$ cat config.mk
export PLATFORM = sky130hd
export DESIGN_NAME = utf8_decoder_with_highlight
export DESIGN_NICKNAME = d
export VERILOG_FILES = /design/src/rtl/u8dh_pkg.sv /design/src/rtl/utf8_decoder_with_highlight.sv /design/src/rtl/u8dh_core.sv /design/src/rtl/u8dh_outbuf.sv
export SDC_FILE = /design/constraint.sdc
export NUM_CORES = 1
export LEC_CHECK = 0
export BUFFER_PORTS_ARGS = -buffer_cell sky130_fd_sc_hd__buf_2
export CAP_MARGIN = 20
export CORE_UTILIZATION = 47
export CTS_CLUSTER_DIAMETER = 50
export DETAILED_ROUTE_END_ITERATION = 10
export PLACE_DENSITY = 0.65
export SYNTH_ARGS = -nofsm -noshare
export SYNTH_HDL_FRONTEND = slang
export SYNTH_HIERARCHICAL = 1
export SYNTH_SLANG_ARGS = --single-unit
$ cat constraint.sdc
create_clock -name clk -period 6.1 [get_ports clk]
set_input_delay 0.61 -clock clk [delete_from_list [all_inputs] [get_ports clk]]
set_output_delay 0.61 -clock clk [all_outputs]
set_load 0.005 [all_outputs]
$ cat src/rtl/u8dh_pkg.sv
package u8dh_pkg;

	localparam int unsigned CpWidth     = 21;
	localparam int unsigned ColourWidth = 8;
	localparam int unsigned CfgIdxWidth = 1;

	// Register indexes of the configuration port.
	localparam logic [CfgIdxWidth-1:0] RegNormalColour    = 1'd0;
	localparam logic [CfgIdxWidth-1:0] RegHighlightColour = 1'd1;

	// Bytes with a special meaning at a lead position.
	localparam logic [7:0] ByteZero     = 8'h00;
	localparam logic [7:0] ByteAt       = 8'h40;
	localparam logic [7:0] ByteQuestion = 8'h3F;

	// Hangul syllable block.
	localparam logic [CpWidth-1:0] HangulFirst = 21'h00AC00;
	localparam logic [CpWidth-1:0] HangulLast  = 21'h00D7A3;

	typedef struct packed {
		logic [7:0] text_byte;
		logic       end_of_text;
	} in_item_t;

	typedef struct packed {
		logic                   char_valid;
		logic [CpWidth-1:0]     code_point;
		logic                   in_highlight;
		logic [ColourWidth-1:0] glyph_colour;
		logic                   text_done;
	} out_item_t;

	// Push of a new result into the output buffer.
	typedef struct packed {
		logic      push;
		out_item_t item;
	} result_push_t;

	// True for code points that leave a highlight run open.
	function automatic logic keeps_highlight(input logic [CpWidth-1:0] cp);
		logic upper;
		logic lower;
		logic hangul;
		upper  = (cp >= 21'h41) && (cp <= 21'h5A);
		lower  = (cp >= 21'h61) && (cp <= 21'h7A);
		hangul = (cp >= HangulFirst) && (cp <= HangulLast);
		return upper || lower || hangul;
	endfunction

endpackage

$ cat src/rtl/utf8_decoder_with_highlight.sv
// An accepted byte's result is registered in the output buffer before it reaches out_valid.
// Throughput: one text byte per cycle while not stalled; decode state updates on transfer.
// A two-entry output buffer lets a byte transfer while a result waits to be taken.
// Reset (arst_n low, asynchronous) clears the decode state, both colours and the buffer.
module utf8_decoder_with_highlight (
	input  logic                                  clk,
	input  logic                                  arst_n,
	input  logic                                  in_valid,
	output logic                                  in_stall,
	input  u8dh_pkg::in_item_t                    in_data,
	output logic                                  out_valid,
	input  logic                                  out_stall,
	output u8dh_pkg::out_item_t                   out_data,
	input  logic                                  cfg_we,
	input  logic [u8dh_pkg::CfgIdxWidth-1:0]      cfg_index,
	input  logic [u8dh_pkg::ColourWidth-1:0]      cfg_data
);
	import u8dh_pkg::*;

	logic         accept;
	logic         buf_full;
	result_push_t result;

	// The input side is held off only when both output entries are occupied,
	// so a waiting result never blocks the next transfer by itself.
	assign in_stall = buf_full;
	assign accept   = in_valid && !buf_full;

	// Decoder: sequence state, highlight tracking and the colour registers.
	// Bytes that produce no character and no end of text push nothing.
	u8dh_core u_core (
		.clk       (clk),
		.arst_n    (arst_n),
		.accept    (accept),
		.item      (in_data),
		.cfg_we    (cfg_we),
		.cfg_index (cfg_index),
		.cfg_data  (cfg_data),
		.result    (result)
	);

	// Result register with a skid entry behind it.
	u8dh_outbuf u_outbuf (
		.clk       (clk),
		.arst_n    (arst_n),
		.result    (result),
		.full      (buf_full),
		.out_valid (out_valid),
		.out_stall (out_stall),
		.out_data  (out_data)
	);

endmodule

$ cat src/rtl/u8dh_core.sv
module u8dh_core (
	input  logic                                  clk,
	input  logic                                  arst_n,
	input  logic                                  accept,
	input  u8dh_pkg::in_item_t                    item,
	input  logic                                  cfg_we,
	input  logic [u8dh_pkg::CfgIdxWidth-1:0]      cfg_index,
	input  logic [u8dh_pkg::ColourWidth-1:0]      cfg_data,
	output u8dh_pkg::result_push_t                result
);
	import u8dh_pkg::*;

	logic [CpWidth-1:0]     partial_q;
	logic [1:0]             pending_q;
	logic                   highlight_q;
	logic                   stopped_q;
	logic [ColourWidth-1:0] normal_colour_q;
	logic [ColourWidth-1:0] highlight_colour_q;

	logic [CpWidth-1:0]     partial_n;
	logic [1:0]             pending_n;
	logic                   highlight_n;
	logic                   stopped_n;
	logic                   have;
	logic [CpWidth-1:0]     cp;
	logic [CpWidth-1:0]     merged;
	logic [7:0]             b;

	assign b      = item.text_byte;
	assign merged = {partial_q[CpWidth-7:0], b[5:0]};

	always_comb begin
		partial_n   = partial_q;
		pending_n   = pending_q;
		highlight_n = highlight_q;
		stopped_n   = stopped_q;
		have        = 1'b0;
		cp          = '0;

		if (!stopped_q) begin
			if (pending_q == 2'd0) begin
				if (b == ByteZero) begin
					stopped_n = 1'b1;
				end else if (b == ByteAt) begin
					highlight_n = 1'b1;
				end else if (!b[7]) begin
					cp   = {13'd0, b};
					have = 1'b1;
				end else if (b[7:5] == 3'b110) begin
					partial_n = {16'd0, b[4:0]};
					pending_n = 2'd1;
				end else if (b[7:4] == 4'b1110) begin
					partial_n = {17'd0, b[3:0]};
					pending_n = 2'd2;
				end else if (b[7:3] == 5'b11110) begin
					partial_n = {18'd0, b[2:0]};
					pending_n = 2'd3;
				end else begin
					cp   = {13'd0, ByteQuestion};
					have = 1'b1;
				end
			end else if (b == ByteZero) begin
				// Terminator inside a sequence flushes what has been gathered.
				cp        = partial_q;
				have      = (partial_q != '0);
				partial_n = '0;
				pending_n = 2'd0;
				stopped_n = 1'b1;
			end else begin
				partial_n = merged;
				pending_n = pending_q - 2'd1;
				if (pending_n == 2'd0) begin
					cp        = merged;
					partial_n = '0;
					if (merged == '0) begin
						stopped_n = 1'b1;
					end else begin
						have = 1'b1;
					end
				end
			end
			if (item.end_of_text && (pending_n != 2'd0)) begin
				cp   = partial_n;
				have = (partial_n != '0);
			end
		end

		if (have && highlight_n && !keeps_highlight(cp)) begin
			highlight_n = 1'b0;
		end

		result.push              = accept && (have || item.end_of_text);
		result.item.char_valid   = have;
		result.item.code_point   = have ? cp : '0;
		result.item.in_highlight = have && highlight_n;
		result.item.glyph_colour = !have ? '0 :
			(highlight_n ? highlight_colour_q : normal_colour_q);
		result.item.text_done    = item.end_of_text;

		if (item.end_of_text) begin
			partial_n   = '0;
			pending_n   = 2'd0;
			highlight_n = 1'b0;
			stopped_n   = 1'b0;
		end
	end

	always_ff @(posedge clk or negedge arst_n) begin
		if (!arst_n) begin
			partial_q   <= '0;
			pending_q   <= 2'd0;
			highlight_q <= 1'b0;
			stopped_q   <= 1'b0;
		end else if (accept) begin
			partial_q   <= partial_n;
			pending_q   <= pending_n;
			highlight_q <= highlight_n;
			stopped_q   <= stopped_n;
		end
	end

	always_ff @(posedge clk or negedge arst_n) begin
		if (!arst_n) begin
			normal_colour_q    <= '0;
			highlight_colour_q <= '0;
		end else if (cfg_we) begin
			case (cfg_index)
				RegNormalColour: begin
					normal_colour_q <= cfg_data;
				end
				RegHighlightColour: begin
					highlight_colour_q <= cfg_data;
				end
				default: begin
				end
			endcase
		end
	end

endmodule

$ cat src/rtl/u8dh_outbuf.sv
module u8dh_outbuf (
	input  logic                   clk,
	input  logic                   arst_n,
	input  u8dh_pkg::result_push_t result,
	output logic                   full,
	output logic                   out_valid,
	input  logic                   out_stall,
	output u8dh_pkg::out_item_t    out_data
);
	import u8dh_pkg::*;

	out_item_t main_q;
	out_item_t skid_q;
	logic      main_valid_q;
	logic      skid_valid_q;
	logic      pop;
	logic      main_free;

	assign full      = skid_valid_q;
	assign out_valid = main_valid_q;
	assign out_data  = main_q;
	assign pop       = main_valid_q && !out_stall;
	assign main_free = !main_valid_q || (pop && !skid_valid_q);

	always_ff @(posedge clk or negedge arst_n) begin
		if (!arst_n) begin
			main_valid_q <= 1'b0;
			skid_valid_q <= 1'b0;
		end else begin
			main_valid_q <= result.push || skid_valid_q || (main_valid_q && !pop);
			skid_valid_q <= (skid_valid_q && !pop) || (result.push && !main_free);
		end
	end

	always_ff @(posedge clk) begin
		if (pop && skid_valid_q) begin
			main_q <= skid_q;
		end
		if (result.push) begin
			if (main_free) begin
				main_q <= result.item;
			end else begin
				skid_q <= result.item;
			end
		end
	end

endmodule
# Word level (Yosys, flattened, before mapping)
# Index checks and enable logic that the tools add are counted.
# word_totals
register_bits,107
input_bits,23
out_inout_bits,34
wordCells,136
# classes
add_sub_neg,1
n_lt_le_gt_ge,6
n_eq_ne,5
n_mux,65
bitwise_logic,2
n_reduce_logical,39
# op_table
cell,count
two-way mux 21 bit,23
two-way mux 32 bit,3
">= comparator 21 x 7 -> 1 bit, second input constant",2
"less-or-equal comparator 21 x 7 -> 1 bit, second input constant",2
nonzero test 21 bit,2
two-way mux 1 bit,25
two-way mux 2 bit,11
">= comparator 21 x 16 -> 1 bit, second input constant",1
"less-or-equal comparator 21 x 16 -> 1 bit, second input constant",1
logical NOT 21 bit,1
two-way mux 8 bit,2
logical AND 1 bit,15
"equality test 8 x 7 -> 1 bit, second input constant",1
logical NOT 8 bit,1
AND reduction 2 bit,4
logical OR 1 bit,7
logical NOT 1 bit,6
two-way mux 6 bit,1
"equality test 5 bit, second input constant",1
"equality test 4 bit, second input constant",1
logical NOT 2 bit,2
"equality test 3 bit, second input constant",1
"!= test 2 bit, second input constant",1
inverter 1 bit,2
other kinds (2),2

# Depth between registers and ports, before layout
# Gate-level depths: netlist of run 1.
# depth
ltp_word,24
ltp_mapped,20
ltp_nobuf,15

# Hierarchy
# The synthesis of run 1 kept the hierarchy.
# modules_own_cells
mod,instances,cells_each,area_per_inst_um2,seq_area_each_um2
u8dh_core,1,457,3582.2,1026.0
u8dh_outbuf,1,223,2717.6,1651.6
utf8_decoder_with_highlight,1,1,13.8,0.0

# Worst setup path before layout of run 1
# OpenSTA, ideal clock, no wires.
# synth_timing
path_kind,input port to flip-flop
startpoint,in in_data[6] (netlist bit)
endpoint,reg u_outbuf/skid_q[0] (netlist bit) (enable)
setup_ps,421
t_arrival_ps,4816
required_time_ps,5679
slack_ps,863
path_stages,15
path_buffers,4
cell_sequence,clkbuf_1 and3_1 o21a_1 clkbuf_1 clkbuf_1 o21ai_0 o311ai_0 and4b_1 and2_1 or3_1 clkinv_1 clkbuf_1 o21a_1 inv_1 nor2_1
# synth_lines
item,line_no,rtl
start: declaration,utf8_decoder_with_highlight.sv:10,"input u8dh_pkg::in_item_t in_data,"
end signal: assignment,u8dh_outbuf.sv:43,skid_q <= result.item;
end: declaration,u8dh_outbuf.sv:13,out_item_t skid_q;

==> key figures, run 1 <==
CTS
  – CTS clk-pin slew, worst paths: ~0.070 ns
  – Hold_buf cts: 0
  – Clock root buffer: clkbuf_16
  – Worst skew pair latency: 0.35 ns
  – CTS tree: done
  – CTS resizes: 0
  – H-tree lvl count: 3
  – Num CTS Buffers: 9
  – Post-CTS setup buffers: 0
  – Clk sinks: 107
  – Bufs on Longest Clock Path: 2

GRT
  – Vias in the first global route: between 5k and 6k
  – Total track usage: a little over a quarter
  – Initial antenna violation count: 0
  – First-pass GRT wire length: slightly below 30 mm
  – GR Overflow Total: 0
  – Largest net degree at the start of global routing: 44

Pwr
  – Pint: roughly 1900 uW
  – Pwr Density: 494.8 nW/um^2
  – Clock share of power: roughly 16%
  – Comb power frac: a little under half
  – Sw Pwr: roughly 1500 uW
  – Maximum VDD drop: around 0.00019 V
  – Seq pwr share: between 30% and 40%
  – LEAKAGE: 0.002769 uW
  – Sw Share: about 44%

STA
  – Period Utilization, post-route: 82.81%
  – Finish-stage setup viols: 0
  – TNS Setup: 0 ns
  – Relative slew slack: about a quarter
  – Final hold viol count: 0
  – Worst Tran Pin Value: 1.128 ns
  – Unrepaired setup endpoints after global routing: false
  – Peak Freq: between 0.15 and 0.2 GHz
  – Minimum clock period: about 5.1 ns
  – Max-slew violations: 0
  – Final clock skew: around 0.0083 ns

Finish
  – NumNets Final: approximately 720
  – Most frequent cells in the layout: 62 x nor2_1, 56 x buf_2, 54 x nand2_1
  – Share of layout cells above drive strength 1: roughly a fifth
  – Final Core Density: ~54%
  – Register area: 2679 um^2
  – Area of the multi-input gates: ~3200 um^2
  – Antenna fix cells: 0
  – Syn-to-layout area delta: 9.532%
  – Fillers: ~1.2k
  – Leading cell type in the layout, fill and taps excluded: nor2_1

Outcome
  – Outcome: complete, no violations

Logic synthesis
  – Synth Area in Simple Gates: between 15 and 20%
  – Proportion of synthesized area in mux cells: around 5.3%
  – Synthesized area per cell: between 9 and 10 um^2
  – YS warnings: 6
  – Ys flop type: dfrtp_1
  – Xor/xnor share of the synthesized area: 0%
  – Netlist Area Pre-Place: between 6000 and 7000 um^2
  – Synthesized net count: roughly 710
  – Distinct cells, synth: 69
  – Ys async rst share: between 40 and 50%
  – Synthesized flop and latch total: ~110
  – Area fraction in compound gates after synthesis: between 20% and 30%
  – Post-synth EDFFs: 32
  – Largest family of logic cells by synthesized area: compound AO/OA/AOI/OAI gates
  – Syn Inst Count: between 600 and 700
  – Sequential area share after synthesis: between 40% and 50%
  – Adder-Cell Fraction of Synth Area: less than 1%

Worst setup path
  – Critical Path End: u_outbuf/out_data[8]
  – CP startpoint kind: register
  – Critical path peak fanout: 36
  – Reg2reg setup slack: roughly 1.0 ns
  – Slowest CP cell: o32ai_1
  – RR Endpoint: u_outbuf/out_data[8]
  – Worst R2R Start: u_core/pending_q[0]
  – CP max stage delay: slightly below 1 ns
  – Crit path DAT: approximately 5.3 ns
  – Worst path top cell family by delay: compound AO/OA/AOI/OAI gates
  – Critical path class: reg -> reg
  – WP depth: 14
  – Buf+Inv Stages, Crit Path: 4
  – CP Cell Sequence: inv_1 > ha_1 > buf_4 > o32ai_1 > o21a_1 > mux2i_1 > o21ai_0 > or3b_2 > a21oi_1 > a211oi_2 > buf_4 > mux2i_1 > inv_1 > a221oi_2
  – Crit path launch: u_core/pending_q[0]
  – R2r worst-path depth: 14
  – CP Capture Type: register
  – Critical Path RT: 6.37 ns

Placed design
  – Dpl hpwl: between 10 and 15 mm
  – Routability congestion estimate: between 0.9 and 1
  – IO buf count: 56

Route
  – Pre-antenna DRT Iters: 6
  – DRC viols: 0
  – Wire length per cell: between 20 and 25 um
  – Final wirelength: 17.98 mm
  – Detailed-route via count: approximately 5.6k
  – Iter 0 DRT Violations: 730
  – Routed Antenna Nets: 0
  – Vias per inst: approximately 6.5

Flow run
  – Total of max-cap violations: 0

Floorplan
  – Die footprint: 13900 um^2
  – Core ar.: ~13000 um^2
  – Chip width: around 120 um
  – Row count: 41
  – IO Pins: 57
  – Die Ht: 117.9 um
  – Initial Utilization: around 50%

Hold path
  – Min-delay worst type: in -> async
[per-stage QoR]
| stage | hold WS (ns) | total power, uW | setup slack (ns) | std cells | area [um^2] |
|---|---|---|---|---|---|
| final | 0.1449 | 3422 | 1.049 | 874 | 6915 |
| after global routing | 0.1549 | 3632 | 0.7961 | 874 | 6915 |
| after CTS | 0.4634 | 3397 | 1.215 | 873 | 6895 |
| after detailed placement | 0.4957 | 2844 | 0.9112 | 857 | 6619 |
| after global placement | 0.4883 | 2799 | 0.9063 | 856 | 6604 |
| after floorplan | 0.3144 | 2356 | 0.8635 | 681 | 6314 |
[power groups by stage]
stage	combinational [uW]	sequential, uW	clock [uW]
CTS	1590	1240	563
detailed placement	1590	1250	0
global route	1770	1280	590
global placement	1560	1240	0
floorplan	1220	1140	0
finish	1620	1250	551
[layout make-up]
class | count | share of cell area (%)
clock buffers | 10 | 3.311
well taps | 172 | 3.112
repair buffers | 72 | 6.079
clock inverters | 6 | 0.6875
flip-flops and latches | 107 | 38.74
inverters | 46 | 2.497
multi-input cells | 461 | 45.58
[Yosys cell counts (all sizes together) (9+ instances only)]
cell / instances / area (um^2)
nor2: 63 / 236.5
nand2: 54 / 202.7
clkbuf: 46 / 173.9
inv: 45 / 168.9
dfrtp: 43 / 1076
o22ai: 36 / 225.2
a221oi: 32 / 468.0
dfxtp: 32 / 640.6
edfxtp: 32 / 960.9
o21ai: 31 / 158.9
a21oi: 27 / 135.1
buf: 21 / 146.4
mux2: 18 / 202.7
nand3: 18 / 90.09
a22oi: 16 / 120.1
a22o: 14 / 122.6
mux2i: 13 / 130.1
a211oi: 11 / 82.58
and3: 9 / 56.30
[per-layer routing]
layer	wire [um]	global-route usage [%]	up-vias
li1	-	-	2585
met1	8110	38.77	2711
met2	7819	38.82	307
met3	1572	4.118	35
met4	478	10.82	0
met5	0	0	-
[worst min-delay path by stage]
| stage | endpoint | slack (ns) | cells past startpoint |
|---|---|---|---|
| 6_report | u_core/highlight_colour_q[5] | 0.14 | 1 |
| 5_1_grt | u_core/normal_colour_q[0] | 0.15 | 1 |
| 4_1_cts | u_core/normal_colour_q[0] | 0.46 | 1 |
| 3_5_place_dp | u_core/normal_colour_q[5] | 0.50 | 1 |
| 3_3_place_gp | u_core/highlight_colour_q[7] | 0.49 | 1 |
| 2_1_floorplan | u_core/highlight_colour_q[0] | 0.31 | 0 |
[cell families (layout without fill, tap and decap cells)]
kind of cell    count (synthesis)  count (layout)
simple gates                  205             205
compound gates                223             223
flops                         107             107
mux                            31              31
fa+ha+maj                       2               2
buf+inv                       113             134
[state kept, by name (all words and copies together), names as in the netlist]
register,cells
u_core/highlight_colour_q,8
u_outbuf/full,1
u_outbuf/out_data,32
u_core/normal_colour_q,8
u_core/pending_q,2
u_core/stopped_q,1
u_core/partial_q,21
u_outbuf/out_valid,1
u_core/highlight_q,1
u_outbuf/skid_q,32
(Power assumes the default switching activity.)
==> run 2, diff against run 1 <==
PLACE_DENSITY = 0.68   (was 0.65)
clock period = 4.6 ns   (was 6.1 ns; I/O delays follow)
==> run 2 against run 1 <==
Clock skew down 0.0023 ns. Worst setup slack worse by 0.79 ns. Routed wire length up 2.0%. Non-clock buffer count up 15. Flip-flop and latch count unchanged. Critical endpoint is now u_outbuf/out_data[4]. Highest routed layer unchanged.
==> key figures, run 2 (synthesis results as in run 1) <==
Outcome
  – Outcome: complete, no violations (unchanged)

GRT
  – GR Overflow Total: 0 (unchanged)
  – Largest net degree at the start of global routing: 44 (unchanged)
  – Total track usage: 26.61% (was 26.52%)
  – Initial antenna violation count: 0 (unchanged)
  – Vias in the first global route: 5343 (was 5232)
  – First-pass GRT wire length: 29.45 mm (was 29.19 mm)

Route
  – Iter 0 DRT Violations: 901 (was 730)
  – DRC viols: 0 (unchanged)
  – Final wirelength: 18.34 mm (was 17.98 mm)
  – Wire length per cell: 20.63 um (was 20.57 um)
  – Detailed-route via count: 5713 (was 5638)
  – Routed Antenna Nets: 0 (unchanged)
  – Vias per inst: 6.426 (was 6.451)
  – Pre-antenna DRT Iters: 8 (was 6)

Pwr
  – Comb power frac: 48.2% (was 47.5%)
  – Sw Pwr: 2049 uW (was 1517 uW)
  – Maximum VDD drop: 0.0002078 V (was 0.0001859 V)
  – Pint: 2657 uW (was 1904 uW)
  – Power Total: 4706 uW (was 3422 uW)
  – Pwr Density: 664.4 nW/um^2 (was 494.8 nW/um^2)
  – Sw Share: 43.54% (was 44.35%)
  – LEAKAGE: 0.002863 uW (was 0.002769 uW)
  – Seq pwr share: 34.9% (was 36.4%)
  – Clock share of power: 16.9% (was 16.1%)

Placed design
  – Routability congestion estimate: 0.9462 (was 0.9954)
  – IO buf count: 56 (unchanged)
  – Dpl hpwl: 12.86 mm (was 12.84 mm)

Finish
  – Fillers: 1158 (was 1159)
  – Syn-to-layout area delta: 12.19% (was 9.532%)
  – NumNets Final: 737 (was 722)
  – Area of the multi-input gates: 3172 um^2 (was 3152 um^2)
  – Register area: 2679 um^2 (unchanged)
  – Leading cell type in the layout, fill and taps excluded: nor2_1 (unchanged)
  – Share of layout cells above drive strength 1: 23.29% (was 21.37%)
  – Most frequent cells in the layout: 62 x nor2_1, 56 x buf_2, 54 x nand2_1 (unchanged)
  – Antenna fix cells: 0 (unchanged)

Floorplan
  – Die footprint: 13900 um^2 (unchanged)
  – Die Ht: 117.9 um (unchanged)
  – Initial Utilization: 49.03% (unchanged)
  – Chip width: 117.9 um (unchanged)
  – Row count: 41 (unchanged)
  – IO Pins: 57 (unchanged)
  – Core ar.: 12880 um^2 (unchanged)

STA
  – Unrepaired setup endpoints after global routing: false (unchanged)
  – Peak Freq: 0.2303 GHz (was 0.1980 GHz)
  – TNS Setup: 0 ns (unchanged)
  – Final hold viol count: 0 (unchanged)
  – Minimum clock period: 4.342 ns (was 5.051 ns)
  – Worst Tran Pin Value: 1.045 ns (was 1.128 ns)
  – Final clock skew: 0.006014 ns (was 0.008323 ns)
  – Hold_ws: 0.1958 ns (was 0.1449 ns)
  – Max-slew violations: 0 (unchanged)
  – Finish-stage setup viols: 0 (unchanged)
  – Period Utilization, post-route: 94.39% (was 82.81%)
  – Relative slew slack: 30.34% (was 24.57%)

Worst setup path
  – RR Endpoint: u_outbuf/out_data[4] (was u_outbuf/out_data[8])
  – CP Capture Type: register (unchanged)
  – CP Cell Sequence: inv_1 > ha_1 > buf_4 > o21ai_0 > o32ai_1 > o21a_1 > buf_4 > nor2_1 > a211oi_1 > nand3_1 > and3_1 > a211oi_2 > buf_4 > mux2i_1 > inv_1 > a221oi_2 (was inv_1 > ha_1 > buf_4 > o32ai_1 > o21a_1 > mux2i_1 > o21ai_0 > or3b_2 > a21oi_1 > a211oi_2 > buf_4 > mux2i_1 > inv_1 > a221oi_2)
  – Worst path top cell family by delay: compound AO/OA/AOI/OAI gates (unchanged)
  – CP startpoint kind: register (unchanged)
  – Critical Path End: u_outbuf/out_data[4] (was u_outbuf/out_data[8])
  – Critical Path RT: 4.87 ns (was 6.37 ns)
  – Buf+Inv Stages, Crit Path: 5 (was 4)
  – Critical path class: reg -> reg (unchanged)
  – WP depth: 16 (was 14)
  – Reg2reg setup slack: 0.26 ns (was 1.05 ns)
  – R2r worst-path depth: 16 (was 14)
  – Crit path launch: u_core/pending_q[1] (was u_core/pending_q[0])
  – Worst R2R Start: u_core/pending_q[1] (was u_core/pending_q[0])
  – Slowest CP cell: a211oi_1 (was o32ai_1)
  – CP max stage delay: 0.49 ns (was 0.98 ns)
  – Crit path DAT: 4.61 ns (was 5.32 ns)
  – Most frequent CP cell: buf_4
  – Critical path peak fanout: 16 (was 36)

CTS
  – Worst skew pair latency: 0.36 ns (was 0.35 ns)
  – Num CTS Buffers: 9 (unchanged)
  – Clk sinks: 107 (unchanged)
  – CTS clk-pin slew, worst paths: 0.07 ns (about the same)
  – Bufs on Longest Clock Path: 2 (unchanged)
  – CTS tree: done (unchanged)
  – Clock root buffer: clkbuf_16 (unchanged)
  – H-tree lvl count: 3 (unchanged)
  – Post-CTS setup buffers: 0 (unchanged)

Flow run
  – Total of max-cap violations: 0 (unchanged)

Hold path
  – Min-delay worst type: in -> async (unchanged)
run 2: timing repair:
| item | 4_1_cts | 5_1_grt |
|---|---|---|
| hold buffers | 0 | 0 |
| resized for setup | 0 | 2 |
| setup endpoints to repair | 0 | 3 |
run 2: per-stage QoR:
step                setup WS [ns]  instance area, um^2  utilization, %  cells
CTS                        0.3323                 7057           54.81    888
detailed placement        0.07615                 6758           52.48    872
finish                     0.2582                 7083           55.01    889
floorplan                  0.3242                 6321               -    681
global placement          0.09081                 6758           52.48    872
global route             0.003415                 7083           55.01    889
run 2: area by class of cell:
cell class / instances / share of cell area [%]
tap: 172 / 3.038
inverter: 46 / 2.438
timing repair buffer: 87 / 7.702
clock inverter: 6 / 0.9892
multi-input combinational: 461 / 44.78
clock buffer: 10 / 3.233
sequential: 107 / 37.82
run 2: power groups by stage:
stage               clock, uW  sequential [uW]  combinational [uW]
finish                    795             1640                2270
global route              850             1680                2460
CTS                       809             1640                2220
detailed placement          0             1660                2210
global placement            0             1650                2170
floorplan                   0             1510                1620
run 2: per-layer routing:
| layer | vias up | track usage, % | share of wire, % |
|---|---|---|---|
| met4 | 0 | 9.375 | 2.2 |
| met2 | 281 | 39.30 | 45 |
| li1 | 2622 | - | - |
| met3 | 40 | 5.087 | 7.4 |
| met1 | 2770 | 38.60 | 46 |
| met5 | - | 0 | 0 |
run 2: worst register-to-register path: cells and delay by family (launching register included):
kind	cells	cell delay [ns]
AO/OA/AOI/OAI	6	1.86
adder cells (fa/ha/maj)	1	0.25
buffers and inverters	5	0.92
flip-flops	1	0.41
multiplexers	1	0.37
AND/OR/NAND/NOR	3	0.45
run 2: worst min path at each step:
stage,end,cells after the start
after floorplan,u_core/highlight_colour_q[0],0
after detailed placement,u_core/highlight_colour_q[1],1
final,u_core/partial_q[3],2
after global placement,u_core/highlight_colour_q[7],1
after CTS,u_core/partial_q[3],2
after global routing,u_core/partial_q[3],2
